[src/heq_pkg.sv]
// Shared types and constants for the histogram equalizer.
// Holds the controller state enum and the command/status structs.
// No dependencies.
`default_nettype none
package heq_pkg;

   localparam int LEVELS     = 256;
   localparam int PIX_W      = 8;
   localparam int BIN_W      = 19;
   localparam int NUM_W      = 34;
   localparam int DEN_W      = 28;

   localparam logic [BIN_W-1:0] MAX_FRAME     = 19'd262144;
   localparam logic [BIN_W-1:0] FRAME_RESET   = 19'd262144;
   localparam logic [PIX_W-1:0] FULL_SCALE    = 8'd255;
   localparam logic [PIX_W-1:0] LAST_LEVEL    = PIX_W'(LEVELS - 1);

   localparam logic ACT_COUNT = 1'b0;
   localparam logic ACT_MAP   = 1'b1;

   typedef enum logic [3:0] {
      ST_CLEAR,
      ST_IDLE,
      ST_CNT_RD,
      ST_CNT_WR,
      ST_B_RD,
      ST_B_ACC,
      ST_B_STEP,
      ST_M_RD,
      ST_M_OUT
   } heq_state_type;

   typedef struct packed {
      logic load_item;
      logic sel_idx;
      logic bin_wr;
      logic bin_zero;
      logic idx_clr;
      logic idx_inc;
      logic build_init;
      logic acc;
      logic step;
      logic map_wr;
      logic rsp_load;
   } heq_cmd_type;

   typedef struct packed {
      logic item_last;
      logic idx_last;
      logic step_ok;
      logic rsp_free;
   } heq_sts_type;

endpackage
`default_nettype wire

[src/heq_ctrl.sv]
// Controller state machine for the histogram equalizer.
// Sequences counting, table build, lookup and histogram clear.
// Depends on heq_pkg.
`default_nettype none
module heq_ctrl (
   input  wire logic                 clock,
   input  wire logic                 reset,
   input  wire logic                 req_valid,
   input  wire logic                 req_action,
   output logic                      req_stall,
   output heq_pkg::heq_cmd_type      cmd,
   input  wire heq_pkg::heq_sts_type sts
);
   import heq_pkg::*;

   heq_state_type state_ff, state_in;
   logic          map_built_ff, map_built_in;
   logic          accept;

   assign req_stall = (state_ff != ST_IDLE);
   assign accept    = req_valid && !req_stall;

   always_ff @(posedge clock) begin
      if (reset) begin
         state_ff     <= ST_CLEAR;
         map_built_ff <= 1'b0;
      end else begin
         state_ff     <= state_in;
         map_built_ff <= map_built_in;
      end
   end

   always_comb begin
      state_in     = state_ff;
      map_built_in = map_built_ff;
      cmd          = '0;
      unique case (state_ff)
         ST_CLEAR: begin
            cmd.sel_idx  = 1'b1;
            cmd.bin_wr   = 1'b1;
            cmd.bin_zero = 1'b1;
            if (sts.idx_last) begin
               cmd.idx_clr = 1'b1;
               state_in    = ST_IDLE;
            end else begin
               cmd.idx_inc = 1'b1;
            end
         end
         ST_IDLE: begin
            if (accept) begin
               cmd.load_item = 1'b1;
               if (req_action == ACT_COUNT) begin
                  state_in = ST_CNT_RD;
               end else if (map_built_ff) begin
                  state_in = ST_M_RD;
               end else begin
                  cmd.build_init = 1'b1;
                  state_in       = ST_B_RD;
               end
            end
         end
         ST_CNT_RD: begin
            state_in = ST_CNT_WR;
         end
         ST_CNT_WR: begin
            cmd.bin_wr   = 1'b1;
            map_built_in = 1'b0;
            state_in     = ST_IDLE;
         end
         ST_B_RD: begin
            cmd.sel_idx = 1'b1;
            state_in    = ST_B_ACC;
         end
         ST_B_ACC: begin
            cmd.acc  = 1'b1;
            state_in = ST_B_STEP;
         end
         ST_B_STEP: begin
            if (sts.step_ok) begin
               cmd.step = 1'b1;
            end else begin
               cmd.map_wr = 1'b1;
               if (sts.idx_last) begin
                  cmd.idx_clr  = 1'b1;
                  map_built_in = 1'b1;
                  state_in     = ST_M_RD;
               end else begin
                  cmd.idx_inc = 1'b1;
                  state_in    = ST_B_RD;
               end
            end
         end
         ST_M_RD: begin
            state_in = ST_M_OUT;
         end
         ST_M_OUT: begin
            if (sts.rsp_free) begin
               cmd.rsp_load = 1'b1;
               if (sts.item_last) begin
                  cmd.idx_clr  = 1'b1;
                  map_built_in = 1'b0;
                  state_in     = ST_CLEAR;
               end else begin
                  state_in = ST_IDLE;
               end
            end
         end
         default: begin
            state_in = ST_IDLE;
         end
      endcase
   end

   a_count_reads: assert property (@(posedge clock) disable iff (reset)
      accept && (req_action == ACT_COUNT) |=> state_ff == ST_CNT_RD)
      else $error("count item did not start a bin read");

   a_clear_ends: assert property (@(posedge clock) disable iff (reset)
      (state_ff == ST_CLEAR) && sts.idx_last |=> state_ff == ST_IDLE)
      else $error("clear pass did not end at last bin");

   a_built_from_build: assert property (@(posedge clock) disable iff (reset)
      $rose(map_built_ff) |-> $past(state_ff) == ST_B_STEP)
      else $error("table marked built outside of a build");

   a_load_free: assert property (@(posedge clock) disable iff (reset)
      cmd.rsp_load |-> sts.rsp_free)
      else $error("result loaded over a waiting item");

endmodule
`default_nettype wire

[config.mk]
export PLATFORM = sky130hd
export DESIGN_NAME = heq_ctrl
export DESIGN_NICKNAME = d
export VERILOG_FILES = /design/src/heq_pkg.sv /design/src/heq_ctrl.sv
export SDC_FILE = /design/constraint.sdc
export NUM_CORES = 1
export LEC_CHECK = 0
export ABC_AREA = 0
export BUFFER_PORTS_ARGS = -buffer_cell sky130_fd_sc_hd__buf_4
export CORE_ASPECT_RATIO = 0.9
export CORE_MARGIN = 4
export CORE_UTILIZATION = 30
export DETAILED_ROUTE_END_ITERATION = 10
export GPL_TIMING_DRIVEN = 0
export PLACE_DENSITY = 0.63
export SLEW_MARGIN = 20
export SYNTH_ARGS = -nofsm -noshare
export SYNTH_HDL_FRONTEND = slang
export SYNTH_SLANG_ARGS = --single-unit
[constraint.sdc]
create_clock -name clock -period 1.7 [get_ports clock]
set_input_delay 0.17 -clock clock [delete_from_list [all_inputs] [get_ports clock]]
set_output_delay 0.17 -clock clock [all_outputs]
set_load 0.03 [all_outputs]
==> key figures <==
Yosys
  • Netlist Area Pre-Place: 502 sq um
  • Sequential area share after synthesis: 20.0%
  • Yosys warnings: 0
  • Yosys reg bits: 5
  • Average size of a mapped cell: 7.27 sq um
  • Cells after Synth: 69
  • Syn Nets: 77
  • Synth unique cells: 35

CTS
  • Root Buffer: clkbuf_4
  • Reg clk slew, reported paths: 0.04 ns
  • H-tree depth: 1
  • Num CTS Buffers: 3
  • CTS Buffer Depth: 2
  • CTS Hold Buffers Added: 0
  • Later-pin clock latency in the skew report: 0.24 ns
  • Sink Count: 5
  • CTS tree: yes

Critical path
  • CP required: 1.53 ns
  • WS Path Type: flop to primary output
  • Setup crit start: state_ff[0]
  • Reg-to-reg slack, setup: 0.16 ns
  • Critical Path Source Type: flop
  • Arrival time worst endpoint: 1.53 ns
  • Worst-path fanout max: 7
  • Crit. End Element: primary output
  • R2R Path Start: state_ff[1]

Min path
  • Hold Path Class: primary input to flop
  • Hold Path Origin: reset

Floorplan
  • Die H: 46.8 um
  • Width of the chip: 51.1 um
  • Core area: 1510 sq um
  • Area of the die: 2390 sq um
  • Initial Utilization: 33.2%
  • Number of core rows: 13
  • IO Pins: 20

Power
  • PD cells: 459 nW/um^2
  • Leakage: 0.388 nW
  • Pwr Total: 0.403 mW
  • Worst vdd ir: 0.370 mV

Timing
  • Period minus WS final: 1.70 ns
  • Max transition margin: 77.1%
  • Period utilisation layout: 100%
  • Setup WS post-layout: -0.0000420 ns
  • Final setup viols: 1
  • Slew @ Worst Pin: 0.342 ns
  • Hold Vio Cnt, Final: 0
  • Setup Total Neg Slack: -0.0000420 ns
  • RSZ-0062 raised after global routing: yes
  • Final Max Tran Viols: 0
  • Clock Skew: 0.000341 ns
  • Hold slack: 0.119 ns
  • Peak Freq: 588 MHz

Job
  • Max Cap Violations: 0

Status
  • Status: finished with violations
  • Failing checks: setup timing

Placed design
  • RePlAce Congestion: 0.811
  • DP Cell Count: 110
  • Number of buffers added on ports: 19
  • Post-DP HPWL: 1.07 mm

Finish
  • Post-layout utilization of the core: 58.0%
  • Nets: 110
  • Area Overhead vs Synth: 74.8%
  • Finished Layout Cells: 123
  • Antenna fix cells: 0
  • Commonest non-fill, non-tap cells in the layout: buf_4 (25), nor2_1 (5)
  • Share of cells above drive strength 1: 49.5%
  • Most common cell after layout, fill and taps aside: buf_4

Routing
  • First-pass DRT Iterations: 4
  • Drt drc: 0
  • Vias per Instance: 5.24
  • Drt wl/cell: 13.5 um
  • Met1 WL: 831 um
  • First DRT Iteration DRCs: 14
  • Top Metal Used: met3
  • Met2 Wirelength: 702 um
  • WL final: 1.66 mm
  • Routed wl met3: 125 um
  • Via count: 644
  • Post-route ant nets: 0

GRT
  • Largest net degree at the start of global routing: 11
  • Total gr overflow: 0
  • First-pass GRT wire length: 2.48 mm
  • Antenna violations before repair: 0
  • GRT Overall Usage: 14.0%
  • Vias in the first global route: 540
-- state kept, by name, summed over array words and instances (netlist names) --
register / cells
map_built_ff: 1
state_ff: 4
-- layer usage --
| layer | global-route usage [%] | vias up |
|---|---|---|
| met5 | 0 | - |
| li1 | - | 319 |
| met1 | 20.1 | 296 |
| met2 | 20.6 | 29 |
| met4 | 0 | 0 |
| met3 | 6.35 | 0 |
-- area by class of cell --
| class | count | area (sq um) |
|---|---|---|
| Tap cell | 22 | 27.5 |
| Inverter | 2 | 7.51 |
| Clock buffer | 4 | 26.3 |
| Buffer | 5 | 57.6 |
| Fill cell | 135 | 636 |
| Timing Repair Buffer | 28 | 235 |
| Sequential cell | 5 | 105 |
| Multi-Input combinational cell | 57 | 418 |
-- through the flow --
stage | setup WS (ns) | instance area, sq um
floorplan | -0.00836 | 519
global placement | -0.00251 | 689
detailed placement | -0.0129 | 689
CTS | 0.00664 | 754
global route | -0.0595 | 877
finish | -0.0000420 | 877
-- Yosys cell counts, drive strengths merged --
master	n	area, sq um
a211oi	2	15.0
a21boi	1	7.51
a21o	2	15.0
a21oi	3	18.8
a22oi	1	7.51
a31oi	1	6.26
a32oi	1	8.76
and2	2	12.5
and2b	1	7.51
and3	1	6.26
and3b	4	35.0
buf	4	26.3
clkbuf	1	3.75
dfxtp	5	100
inv	2	7.51
mux2i	1	10.0
nand2	5	18.8
nand2b	2	12.5
nand3b	1	7.51
nand4b	1	8.76
nor2	6	22.5
nor2b	4	25.0
nor3	3	15.0
nor3b	1	7.51
nor4	3	18.8
nor4b	1	8.76
o21ai	5	25.0
o21bai	1	7.51
o22ai	1	6.26
or3b	1	8.76
or4	1	7.51
or4b	1	13.8
-- path summary, 6_finish.rpt --
kind | endpoint | cells after the start
setup / recovery | cmd[4] | 4
hold / removal | state_ff[3] | 2
setup reg to reg | state_ff[1] | 5
hold reg to reg | map_built_ff | 2
-- kinds of logic (layout without fill, tap and decap cells) --
logic type / after synthesis / after routing / synth area share [%]
mux: 1 / 1 / 2.00
simple gates: 38 / 38 / 47.1
compound gates: 18 / 18 / 23.4
buf+inv: 7 / 39 / 7.48
flops: 5 / 5 / 20.0
-- report_power, final --
| part | switching, mW | total, mW | leakage (nW) | internal (mW) |
|---|---|---|---|---|
| Sequential | 0.00566 | 0.125 | 0.0416 | 0.119 |
| Combinational | 0.0798 | 0.143 | 0.332 | 0.0637 |
| Clock | 0.0457 | 0.134 | 0.0150 | 0.0885 |
-- critical path, cell delays in order (launching register included) --
cell and delay (ns):
dfxtp_2 0.41, nor2b_1 0.34, and3_4 0.25, and3b_1 0.16, buf_6 0.13
-- repair_timing --
item                       4_1_cts  5_1_grt
gates resized for setup         10       14
pin swaps                        1        4
setup endpoints to repair        5        5
gates cloned                     0        1
buffers inserted                 0        8
(Power assumes the default switching activity.)
